## config.mk

```make
export PLATFORM = sky130hd
export DESIGN_NAME = tape_wave_length_scanner_unit
export DESIGN_NICKNAME = d
export VERILOG_FILES = /design/src/twls_pkg.sv /design/src/tape_wave_length_scanner_unit.sv
export SDC_FILE = /design/constraint.sdc
export NUM_CORES = 1
export LEC_CHECK = 0
export ABC_AREA = 1
export ABC_CLOCK_PERIOD_IN_PS = 8550
export BUFFER_PORTS_ARGS = -buffer_cell sky130_fd_sc_hd__buf_4
export CORE_MARGIN = 1.5
export CORE_UTILIZATION = 50
export DETAILED_ROUTE_END_ITERATION = 7
export PLACE_DENSITY = 0.71
export REMOVE_ABC_BUFFERS = 1
export SYNTH_ARGS = -nofsm -noshare
export SYNTH_HDL_FRONTEND = slang
export SYNTH_SLANG_ARGS = --single-unit
```

## constraint.sdc

```tcl
create_clock -name clk -period 8.55 [get_ports clk]
set_input_delay 0.855 -clock clk [delete_from_list [all_inputs] [get_ports clk]]
set_output_delay 0.855 -clock clk [all_outputs]
set_load 0.01 [all_outputs]
```

## src/twls_pkg.sv

```systemverilog
// Shared types and constants for the tape wave length scanner.
// No dependencies; imported by tape_wave_length_scanner_unit and tb_top.
package twls_pkg;

  // Sample and count widths
  localparam int SAMPLE_W    = 8;
  localparam int COUNT_WIDTH = 24;
  localparam int LEN_W       = 24;
  localparam int LEVEL_W     = 7;
  localparam int LIMIT_W     = 24;
  localparam int BLOCKS_W    = 8;
  localparam int ADDR_W      = 4;
  localparam int DATA_W      = 32;

  localparam logic [LEN_W-1:0]       LEN_MAX   = '1;
  localparam logic [COUNT_WIDTH-1:0] COUNT_MAX = '1;

  // Register reset values
  localparam logic [LEVEL_W-1:0]  MIN_LEVEL_RST   = LEVEL_W'(10);
  localparam logic                HALF_WAVES_RST  = 1'b0;
  localparam logic [LIMIT_W-1:0]  LONG_LIMIT_RST  = LIMIT_W'(2000);
  localparam logic [BLOCKS_W-1:0] BLOCK_LIMIT_RST = '0;

  // Register index, taken from paddr word bits
  typedef enum logic [1:0] {
    REG_MIN_LEVEL   = 2'd0,
    REG_HALF_WAVES  = 2'd1,
    REG_LONG_LIMIT  = 2'd2,
    REG_BLOCK_LIMIT = 2'd3
  } reg_idx_t;

  // Result kinds
  localparam logic KIND_GAP  = 1'b0;
  localparam logic KIND_WAVE = 1'b1;

  // Scan phase
  typedef enum logic [2:0] {
    PH_LEAD_LEVEL = 3'd0,
    PH_LEAD_POS   = 3'd1,
    PH_START      = 3'd2,
    PH_SKIP       = 3'd3,
    PH_RUN        = 3'd4,
    PH_STOPPED    = 3'd5
  } phase_t;

endpackage

```

## src/tape_wave_length_scanner_unit.sv

```systemverilog
// Tape wave length scanner: zero-crossing run measurement over 8-bit samples.
// Depends on twls_pkg for widths, register indexes and the phase type.
//
//   channel   signals                                   payload
//   in        in_valid / in_ready                       sample, last_sample
//   out       out_valid / out_ready                     kind, length, block_end, finished
//   config    psel penable pwrite paddr pwdata prdata   four registers, word addressed
//
// Every sample is resolved in the cycle it is accepted: one compare on the swing,
// one saturating counter update, one result register. Throughput is one sample
// per cycle; a result is valid the cycle after the accepting edge. Every sample
// waits while the result register is full and not taken. Reset is synchronous
// and restores the config, scan and out_valid registers and the lead-in phase.
module tape_wave_length_scanner_unit (
  input  logic                              clk,
  input  logic                              rst,
  // sample input
  input  logic                              in_valid,
  output logic                              in_ready,
  input  logic signed [twls_pkg::SAMPLE_W-1:0] sample,
  input  logic                              last_sample,
  // result output
  output logic                              out_valid,
  input  logic                              out_ready,
  output logic                              kind,
  output logic [twls_pkg::LEN_W-1:0]        length,
  output logic                              block_end,
  output logic                              finished,
  // configuration
  input  logic                              psel,
  input  logic                              penable,
  input  logic                              pwrite,
  input  logic [twls_pkg::ADDR_W-1:0]       paddr,
  input  logic [twls_pkg::DATA_W-1:0]       pwdata,
  output logic [twls_pkg::DATA_W-1:0]       prdata,
  output logic                              pready
);
  import twls_pkg::*;

  // Configuration registers
  logic [LEVEL_W-1:0]  min_level;
  logic                half_waves;
  logic [LIMIT_W-1:0]  long_wave_limit;
  logic [BLOCKS_W-1:0] block_limit;

  // Scan state
  phase_t                   phase, phase_next;
  logic signed [SAMPLE_W-1:0] lowest_sample, lowest_sample_next;
  logic                     run_is_negative, run_is_negative_next;
  logic                     run_valid, run_valid_next;
  logic [COUNT_WIDTH-1:0]   sample_count, sample_count_next;
  logic [BLOCKS_W-1:0]      blocks_left, blocks_left_next;

  logic     cfg_write;
  reg_idx_t cfg_idx;
  logic     in_take;

  // Decode of the current sample
  logic                       lead_hit;
  phase_t                     ph_eff;
  logic                       s_pos, s_neg, s_zero, is_match;
  logic [LEVEL_W-1:0]         thr;
  logic signed [SAMPLE_W+1:0] swing;
  logic                       level_hit;
  logic                       end_run, gap_emit, wave_emit, long_wave, fin, fresh;
  logic [COUNT_WIDTH-1:0]     count_inc, base_count, base_inc;
  logic signed [SAMPLE_W-1:0] base_low;
  logic                       base_valid, base_neg;
  logic [LEN_W-1:0]           len_sat;

  // Start-sample results
  phase_t                     st_phase;
  logic signed [SAMPLE_W-1:0] st_low;
  logic                       st_neg, st_valid;

  // Result to load
  logic              emit;
  logic              emit_kind, emit_be, emit_fin;

  assign pready    = 1'b1;
  assign cfg_write = psel & penable & pwrite;
  assign cfg_idx   = reg_idx_t'(paddr[ADDR_W-1:2]);
  assign in_ready  = !out_valid || out_ready;
  assign in_take   = in_valid && in_ready;

  // Register read back
  always_comb begin
    prdata = '0;
    unique case (cfg_idx)
      REG_MIN_LEVEL:   prdata = DATA_W'(min_level);
      REG_HALF_WAVES:  prdata = DATA_W'(half_waves);
      REG_LONG_LIMIT:  prdata = DATA_W'(long_wave_limit);
      REG_BLOCK_LIMIT: prdata = DATA_W'(block_limit);
      default:         prdata = '0;
    endcase
  end

  // Sample classification and level check
  assign lead_hit  = (phase == PH_LEAD_LEVEL) &&
                     !(sample < $signed({1'b0, min_level}));
  assign ph_eff    = lead_hit ? PH_LEAD_POS : phase;
  assign s_neg     = sample[SAMPLE_W-1];
  assign s_zero    = (sample == '0);
  assign s_pos     = !s_neg && !s_zero;
  assign is_match  = run_is_negative ? s_neg : s_pos;
  assign thr       = half_waves ? (min_level >> 1) : min_level;

  always_comb begin
    if (run_is_negative) begin
      swing = -(SAMPLE_W+2)'(sample);
    end else if (half_waves) begin
      swing = (SAMPLE_W+2)'(sample);
    end else begin
      swing = (SAMPLE_W+2)'(sample) - (SAMPLE_W+2)'(lowest_sample);
    end
  end
  assign level_hit = swing >= $signed({3'b000, thr});

  // Run ends, results and budget
  assign end_run   = ((ph_eff == PH_SKIP) && !s_zero && !is_match) ||
                     ((ph_eff == PH_RUN) && !is_match);
  assign gap_emit  = (ph_eff == PH_LEAD_POS) && !s_pos;
  assign wave_emit = end_run && run_valid;
  assign long_wave = 32'(sample_count) > 32'(long_wave_limit);
  assign fin       = wave_emit && long_wave && (blocks_left == BLOCKS_W'(1));
  assign len_sat   = (32'(sample_count) > 32'(LEN_MAX)) ? LEN_MAX
                                                        : LEN_W'(32'(sample_count));

  // Saturating counts, on the current wave or a fresh one
  assign count_inc  = (sample_count == COUNT_MAX) ? sample_count
                                                  : sample_count + COUNT_WIDTH'(1);
  assign fresh      = gap_emit || wave_emit;
  assign base_count = fresh ? '0 : sample_count;
  assign base_low   = fresh ? '0 : lowest_sample;
  assign base_valid = fresh ? 1'b0 : run_valid;
  assign base_neg   = fresh ? 1'b0 : run_is_negative;
  assign base_inc   = (base_count == COUNT_MAX) ? base_count
                                                : base_count + COUNT_WIDTH'(1);

  // Take a start sample
  always_comb begin
    st_phase = PH_SKIP;
    st_low   = base_low;
    st_neg   = 1'b0;
    st_valid = 1'b0;
    if (half_waves) begin
      if (s_zero) begin
        st_phase = PH_START;
        st_neg   = base_neg;
        st_valid = base_valid;
      end else begin
        st_low = '0;
        st_neg = s_neg;
      end
    end else if (sample < base_low) begin
      st_low = sample;
    end
  end

  // Next state
  always_comb begin
    phase_next           = phase;
    lowest_sample_next   = lowest_sample;
    run_is_negative_next = run_is_negative;
    run_valid_next       = run_valid;
    sample_count_next    = sample_count;
    blocks_left_next     = blocks_left;
    unique case (ph_eff)
      PH_LEAD_LEVEL: begin
        sample_count_next = count_inc;
      end
      PH_LEAD_POS, PH_START, PH_SKIP, PH_RUN: begin
        if ((ph_eff == PH_LEAD_POS) && s_pos) begin
          phase_next        = PH_LEAD_POS;
          sample_count_next = count_inc;
        end else if (((ph_eff == PH_SKIP) && !s_zero && is_match) ||
                     ((ph_eff == PH_RUN) && is_match)) begin
          phase_next        = PH_RUN;
          run_valid_next    = run_valid || level_hit;
          sample_count_next = count_inc;
        end else if ((ph_eff == PH_SKIP) && s_zero) begin
          sample_count_next = count_inc;
        end else if (fin) begin
          phase_next           = PH_STOPPED;
          lowest_sample_next   = '0;
          run_is_negative_next = 1'b0;
          run_valid_next       = 1'b0;
          sample_count_next    = '0;
        end else begin
          phase_next           = st_phase;
          lowest_sample_next   = st_low;
          run_is_negative_next = st_neg;
          run_valid_next       = st_valid;
          sample_count_next    = base_inc;
        end
      end
      PH_STOPPED: begin
        phase_next = PH_STOPPED;
      end
      default: begin
        phase_next = PH_LEAD_LEVEL;
      end
    endcase
    // Spend one block of the budget
    if (wave_emit && long_wave && (blocks_left != '0)) begin
      blocks_left_next = blocks_left - BLOCKS_W'(1);
    end
    // Restart for a new recording after the last sample
    if (last_sample) begin
      phase_next           = PH_LEAD_LEVEL;
      lowest_sample_next   = '0;
      run_is_negative_next = 1'b0;
      run_valid_next       = 1'b0;
      sample_count_next    = '0;
      blocks_left_next     = block_limit;
    end
  end

  // Result fields
  always_comb begin
    emit      = gap_emit || wave_emit;
    emit_kind = gap_emit ? KIND_GAP : KIND_WAVE;
    emit_be   = wave_emit && long_wave;
    emit_fin  = fin;
  end

  // Configuration and scan state registers
  always_ff @(posedge clk) begin
    if (rst) begin
      min_level       <= MIN_LEVEL_RST;
      half_waves      <= HALF_WAVES_RST;
      long_wave_limit <= LONG_LIMIT_RST;
      block_limit     <= BLOCK_LIMIT_RST;
      phase           <= PH_LEAD_LEVEL;
      lowest_sample   <= '0;
      run_is_negative <= 1'b0;
      run_valid       <= 1'b0;
      sample_count    <= '0;
      blocks_left     <= BLOCK_LIMIT_RST;
    end else begin
      if (in_take) begin
        phase           <= phase_next;
        lowest_sample   <= lowest_sample_next;
        run_is_negative <= run_is_negative_next;
        run_valid       <= run_valid_next;
        sample_count    <= sample_count_next;
      end
      // Reload the budget on a block limit write, else advance it with the item
      if (cfg_write && (cfg_idx == REG_BLOCK_LIMIT)) begin
        blocks_left <= pwdata[BLOCKS_W-1:0];
      end else if (in_take) begin
        blocks_left <= blocks_left_next;
      end
      if (cfg_write) begin
        unique case (cfg_idx)
          REG_MIN_LEVEL:   min_level       <= pwdata[LEVEL_W-1:0];
          REG_HALF_WAVES:  half_waves      <= pwdata[0];
          REG_LONG_LIMIT:  long_wave_limit <= pwdata[LIMIT_W-1:0];
          REG_BLOCK_LIMIT: block_limit     <= pwdata[BLOCKS_W-1:0];
          default: begin
          end
        endcase
      end
    end
  end

  // Result register: load on an emitting item, drop when taken
  always_ff @(posedge clk) begin
    if (rst) begin
      out_valid <= 1'b0;
    end else if (in_take && emit) begin
      out_valid <= 1'b1;
    end else if (out_ready) begin
      out_valid <= 1'b0;
    end
  end

  always_ff @(posedge clk) begin
    if (in_take && emit) begin
      kind      <= emit_kind;
      length    <= len_sat;
      block_end <= emit_be;
      finished  <= emit_fin;
    end
  end

endmodule

```

* Word-level counts from Yosys, hierarchy flattened
Index checks and enable logic that the tools add are counted.
** Word-level totals
- Bits in latches :: 0
- Word-level logic and storage cells :: 151
- ROM bits :: 0
- Bits in writable memories :: 0
- Input bits :: 52
- Register bits :: 113
- Output and inout port bits :: 62
- Memories kept :: 0
** Operators by class
- Magnitude comparators :: 4
- Reductions and logical operators :: 49
- Bitwise operators :: 2
- Div/mod/pow operators :: 0
- Multipliers :: 0
- Shift operators :: 0
- Eq/ne operators :: 19
- Mux-type cells :: 57
- $add $sub $neg :: 5
** Operator list (number)
- two-way mux 24 bit :: 8
- one-hot mux 32 bit (4 select lines) :: 1
- two-way mux 8 bit :: 14
- adder 24 x 1 -> 24 bit, second input constant :: 2
- == test 24 bit, second input constant :: 2
- one-hot mux 24 bit (2 select lines) :: 1
- greater-than comparator 24 bit :: 1
- two-way mux 1 bit :: 23
- two-way mux 10 bit :: 2
- two-way mux 3 bit :: 6
- logical AND 1 bit :: 17
- less-than comparator 8 bit :: 2
- AND reduction 2 bit :: 6
- >= comparator 10 x 8 -> 1 bit :: 1
- negator 8 -> 10 bit :: 1
- AND reduction 5 bit :: 2
- one-hot mux 3 bit (3 select lines) :: 1
- subtractor 8 x 8 -> 9 bit :: 1
- == test 8 x 1 -> 1 bit, second input constant :: 1
- logical NOT 8 bit :: 1
- inequality test 2 bit, second input constant :: 4
- nonzero test 8 bit :: 1
- subtractor 8 x 1 -> 8 bit, second input constant :: 1
- two-way mux 7 bit :: 1
- 19 further kinds :: 36

* Logic depth before layout (Yosys ltp)
- Depth in word-level cells :: 20
- Mapped depth :: 28
- Gate-level depth less buffers :: 27

* Worst setup path after synthesis
OpenSTA, ideal clock, no wires.
- Path kind :: input -> register
- Start point :: input port sample[0] in the netlist's numbering
- End point :: register block_end (enable)
- Buffers on the path :: 1
- Setup slack :: 4.596 ns
- Data required time :: 8.138 ns
- Arrival time :: 3.541 ns
- Stages on the path :: 14
- Setup time :: 0.412 ns
- Cell sequence :: inv_2 ha_1 nand4_1 nor2_2 nand2_2 ha_1 inv_1 a21oi_1 nor2_1 nand2_2 nand2_4 inv_6 buf_2 nor2_1
** On the way
- Word-level cells in the longest chain between the ends :: 11
** RTL lines
- from (decl) :: RTL line tape_wave_length_scanner_unit.sv:20 : input logic signed [twls_pkg::SAMPLE_W-1:0] sample,
- less-than comparator 8 bit :: RTL line tape_wave_length_scanner_unit.sv:100 : !(sample < $signed({1'b0, min_level}));
- logical NOT 1 bit :: RTL line tape_wave_length_scanner_unit.sv:100
- logical AND 1 bit :: RTL line tape_wave_length_scanner_unit.sv:99 : assign lead_hit = (phase == PH_LEAD_LEVEL) &&
- two-way mux 3 bit :: RTL line tape_wave_length_scanner_unit.sv:101 : assign ph_eff = lead_hit ? PH_LEAD_POS : phase;
- == test 3 x 2 -> 1 bit :: RTL line tape_wave_length_scanner_unit.sv:120 : assign end_run = ((ph_eff == PH_SKIP) && !s_zero && !is_match) ||
- logical AND 1 bit (2 in series) :: RTL line tape_wave_length_scanner_unit.sv:120
- logical OR 1 bit :: RTL line tape_wave_length_scanner_unit.sv:120
- logical AND 1 bit :: RTL line tape_wave_length_scanner_unit.sv:123 : assign wave_emit = end_run && run_valid;
- logical OR 1 bit (*) :: RTL line tape_wave_length_scanner_unit.sv:221 : emit = gap_emit || wave_emit;
- logical AND 1 bit (*) :: RTL line tape_wave_length_scanner_unit.sv:279 : if (in_take && emit) begin
- to (signal assigned) :: RTL line tape_wave_length_scanner_unit.sv:282 : block_end <= emit_be;
- to (decl) :: RTL line tape_wave_length_scanner_unit.sv:27 : output logic block_end,
Every way passes the cells marked *; elsewhere a longest branch is shown, timed or not.
A chain may end at the register's enable or synchronous reset.

* Worst setup path in the final report
- Start point :: input port sample[1] in the netlist's numbering
- End point :: register lowest_sample[0]
** On the way
- Word-level cells in the longest chain between the ends :: 20
** RTL lines
- less-than comparator 8 bit :: RTL line tape_wave_length_scanner_unit.sv:100
- logical NOT 1 bit :: RTL line tape_wave_length_scanner_unit.sv:100
- logical AND 1 bit :: RTL line tape_wave_length_scanner_unit.sv:99
- two-way mux 3 bit :: RTL line tape_wave_length_scanner_unit.sv:101
- == test 3 x 2 -> 1 bit
- logical AND 1 bit :: RTL line tape_wave_length_scanner_unit.sv:120, tape_wave_length_scanner_unit.sv:176
- logical AND 1 bit :: RTL line tape_wave_length_scanner_unit.sv:120
- logical OR 1 bit :: RTL line tape_wave_length_scanner_unit.sv:120
- (+4 left out)
- two-way mux 8 bit :: RTL line tape_wave_length_scanner_unit.sv:155 : end else if (sample < base_low) begin
- two-way mux 8 bit :: RTL line tape_wave_length_scanner_unit.sv:146 : if (half_waves) begin
- two-way mux 8 bit :: RTL line tape_wave_length_scanner_unit.sv:183 : end else if (fin) begin
- two-way mux 8 bit :: RTL line tape_wave_length_scanner_unit.sv:181 : end else if ((ph_eff == PH_SKIP) && s_zero) begin
- two-way mux 8 bit :: RTL line tape_wave_length_scanner_unit.sv:176 : end else if (((ph_eff == PH_SKIP) && !s_zero && is_match) ||
- two-way mux 8 bit :: RTL line tape_wave_length_scanner_unit.sv:173 : if ((ph_eff == PH_LEAD_POS) && s_pos) begin
- two-way mux 8 bit :: RTL line tape_wave_length_scanner_unit.sv:168 : unique case (ph_eff)
- two-way mux 8 bit :: RTL line tape_wave_length_scanner_unit.sv:209 : if (last_sample) begin
- to (signal assigned) :: RTL line tape_wave_length_scanner_unit.sv:243 : lowest_sample <= lowest_sample_next;
- to (decl) :: RTL line tape_wave_length_scanner_unit.sv:48 : logic signed [SAMPLE_W-1:0] lowest_sample, lowest_sample_next;
Parallel ways exist; a longest one is shown, timed or not. The select of a mux whose other input is x is not followed.

==> flow_summary.yaml <==
place:
  globalplace.congestion: 0.949
  post-place-ws_ns: 3.83
  placed_cells: 1471
  place_area_um2: 9090
  place.detailed.hpwl_um: 16800
  numPortBuffers: 94
final_layout:
  nNetsFinal: 1386
  fin_cells: 1503
  syn2layout_area_growth_pct: 16.8
  fin_area_um2: 9680
  layout.filler_cells: 1537
  drive_above_1_share_pct: 15.5
  diodes: 0
setup_path:
  r2r_cells: 21
  cp-end-kind: "register"
  path_max_fanout: 26
  critPathLaunchType: "input pin"
  crit_slowest_cell: "ha_1"
  critPathMostFrequentCell: "nand2_1"
  crit_chain: "buf_4 > inv_1 > ha_1 > nand4_1 > nor2_2 > nand2_2 > ha_1 > inv_1 > a21oi_1 > nor2_1 > nand2_2 > nand2_4 > inv_6 > nand2_1 > ha_1 > nand2_1 > nor2_1 > a211oi_1 > nand3_1 > nand3_1 > nand2_1 > nand2_1 > nand3_1 > a21oi_1"
  slowest_delay_ns: 0.36
  regToRegEndpoint: "lowest_sample[0]$_SDFFE_PP0P_"
  path_class: "in -> reg"
  arrival_ns: 4.68
  r2r_slack_ns: 4.78
  cp_data_required_time_ns: 8.89
  r2r_start: "min_level[5]$_SDFFE_PP0P_"
clock_network:
  cts_max_path_buffers: 2
  cts.sink_count: 113
  cts_htree_levels: 4
  cts-buffers-inserted: 17
  clk_pin_slew_worst_paths_ns: 0.06
  cts_resized: 0
  post_cts_buffers: 0
  clock-root-buffer: "clkbuf_16"
  cts_tree: "done"
  postCtsHoldBufs: 0
  clk_latency_ns: 0.42
synth:
  synthXorXnorAreaFrac_pct: 3.58
  syn_inst: 1194
  synth_enable_flop_cells: 27
  ys.flop_type: "dfxtp_1"
  synth.distinct_cells: 60
  syn_area_per_cell_um2: 6.94
  synth_top_family_by_area: "simple AND/OR/NAND/NOR gates"
  yosysTopAreaCell: "dfxtp_1"
  yosysWarningCount: 0
  synth_common_cells: "nand2_1 (252), inv_1 (136), a21oi_1 (127), nor2_1 (121), dfxtp_1 (86)"
  synthAdderAreaFrac_pct: 9.16
  yosysTopAreaCellShare_pct: 20.8
  ys_seq_area_share_pct: 30.6
  synth_area_leaders: "dfxtp_1 (21%), nand2_1 (11%), edfxtp_1 (9.8%)"
  synth_compound_area_share_pct: 18.8
  synthMostInstantiatedCell: "nand2_1"
  synthArstFlopShare_pct: 0
  synth-simple-area-share_pct: 27.7
  ys_ff_latch: 113
  synth.cell_area_um2: 8280
  synthMuxAreaShare_pct: 0
outcome:
  status: "finished, final reports clean"
power:
  seqPwrFrac_pct: 38.7
  leakage_nw: 4.12
  vdd_ir_drop_max_uv: 135
  internal-power_w: 0.00108
  clkPwrFrac_pct: 46.7
  swShare_pct: 27.5
  power.density_nw_per_um2: 154
  combPwrFrac_pct: 14.6
  p_sw_w: 0.000409
global_route:
  grt_pass1_wl_um: 37300
  grtUsageTotal_pct: 26.6
  gr-total-overflow: 0
  grt_pass1_vias: 7477
  antenna_found_initial: 0
  grt_max_degree: 56
flow_run:
  drv_cap: 0
timing:
  max_freq_ghz: 0.230
  slew_viol_final: 0
  fin_crit_sh_pct: 50.8
  finalWorstSetupSlack_ns: 4.21
  setup_tns_ns: 0
  worst_pin_slew_ns: 0.897
  fin_hold_ws_ns: 0.466
  post-route-min-period_ns: 4.34
  hold_viol: 0
  clock-skew-final_ns: 0.00917
  slew_headroom_pct: 40.1
  setup_viol: 0
  grt_setup_unrepaired: "false"
detailed_routing:
  drt_iter0_markers: 680
  via_per_inst: 5.45
  wire_per_inst_um: 15.1
  num_vias: 8196
  drt-total-wl_um: 22700
  postRouteAntennaNets: 0
  first_pass_iters: 7
  drc: 0
worst_hold_path:
  hold_depth: 2
  hold_path.class: "reg -> reg"
  hold_path_end: "lowest_sample[3]$_SDFFE_PP0P_"
  hp-start: "lowest_sample[3]$_SDFFE_PP0P_"
floorplanning:
  num_rows: 46
  ios: 114
  die_h_um: 132
  dieWidth_um: 132
  die_area_um2: 17300
  start_util_pct: 51.6
  core_um2: 16100
## power by group through the flow
| stage | combinational (W) | sequential [W] | clock (W) |
|---|---|---|---|
| floorplan | 0.000138 | 0.000583 | 0 |
| global placement | 0.000210 | 0.000586 | 0 |
| detailed placement | 0.000214 | 0.000586 | 0 |
| CTS | 0.000216 | 0.000575 | 0.000697 |
| global route | 0.000246 | 0.000577 | 0.000721 |
| finish | 0.000218 | 0.000575 | 0.000694 |
## worst max-delay path: cells and delay by family
| family | cells | cell delay [ns] |
|---|---|---|
| buffers and inverters | 4 | 0.60 |
| AO/OA/AOI/OAI | 3 | 0.65 |
| AND/OR/NAND/NOR | 14 | 1.78 |
| adder cells (fa/ha/maj) | 3 | 0.78 |
## state kept, by name (all words and copies together) (netlist names)
signal,count
run_is_negative,1
blocks_left,8
phase,3
kind,1
out_valid,1
block_limit,8
length,24
lowest_sample,8
min_level,7
run_valid,1
block_end,1
half_waves,1
finished,1
len_sat,24
long_wave_limit,24
## area by class of cell
class / instances / area (um2) / share of cell area (%)
inverters: 161 / 613 / 6.34
flip-flops and latches: 113 / 2530 / 26.2
clock buffers: 26 / 543 / 5.61
multi-input cells: 884 / 4950 / 51.1
repair buffers: 97 / 728 / 7.53
clock inverters: 6 / 42.5 / 0.440
well taps: 216 / 270 / 2.79
## worst max path at each step
stage,slack (ns),endpoint,start
after detailed placement,3.83,lowest_sample[5]$_SDFFE_PP0P_,sample[1]
after global routing,3.78,lowest_sample[0]$_SDFFE_PP0P_,sample[1]
after CTS,4.25,lowest_sample[5]$_SDFFE_PP0P_,sample[1]
final,4.21,lowest_sample[0]$_SDFFE_PP0P_,sample[1]
after floorplan,4.60,block_end$_DFFE_PP_,sample[0]
after global placement,3.89,lowest_sample[0]$_SDFFE_PP0P_,sample[1]
## layout by cell type (no fill, tap or decap), types with 4 or more instances in the layout
cell type    n
inv_1      136
o221ai_1     7
nor2_1     120
nor2_2      10
clkbuf_1     4
dfxtp_1     86
o21ai_1     22
xnor2_1     11
o21ai_0     63
ha_1        59
clkbuf_16   20
buf_4       97
nand4_1     17
inv_2       21
nand2_4      6
nor2_4       4
xor2_1      21
nor3_1      17
conb_1       9
nand2_1    252
a31oi_1      6
nand2_2      9
nor3_2       4
o211ai_1    23
nand3_1     51
a21oi_1    127
edfxtp_1    27
## routing by layer
| layer | vias up | routed length (um) | share of wire, % | track usage [%] |
|---|---|---|---|---|
| li1 | 4129 | - | - | - |
| met1 | 3705 | 10800 | 48 | 38.0 |
| met2 | 332 | 9920 | 44 | 41.5 |
| met3 | 30 | 1660 | 7.3 | 3.74 |
| met4 | 0 | 293 | 1.3 | 7.90 |
| met5 | - | 0 | 0 | 0 |
## through the flow
step	util [%]	total power, W
2_1_floorplan	-	0.000721
3_3_place_gp	56.6	0.000796
3_5_place_dp	56.6	0.000800
4_1_cts	60.3	0.00149
5_1_grt	60.3	0.00154
6_report	60.3	0.00149
## cell families after synthesis
family | count (synthesis)
XOR/XNOR | 33
buffers and inverters | 204
other | 2
AO/OA/AOI/OAI | 274
adder cells (fa/ha/maj) | 60
flip-flops | 113
AND/OR/NAND/NOR | 508
(Power assumes the default switching activity.)
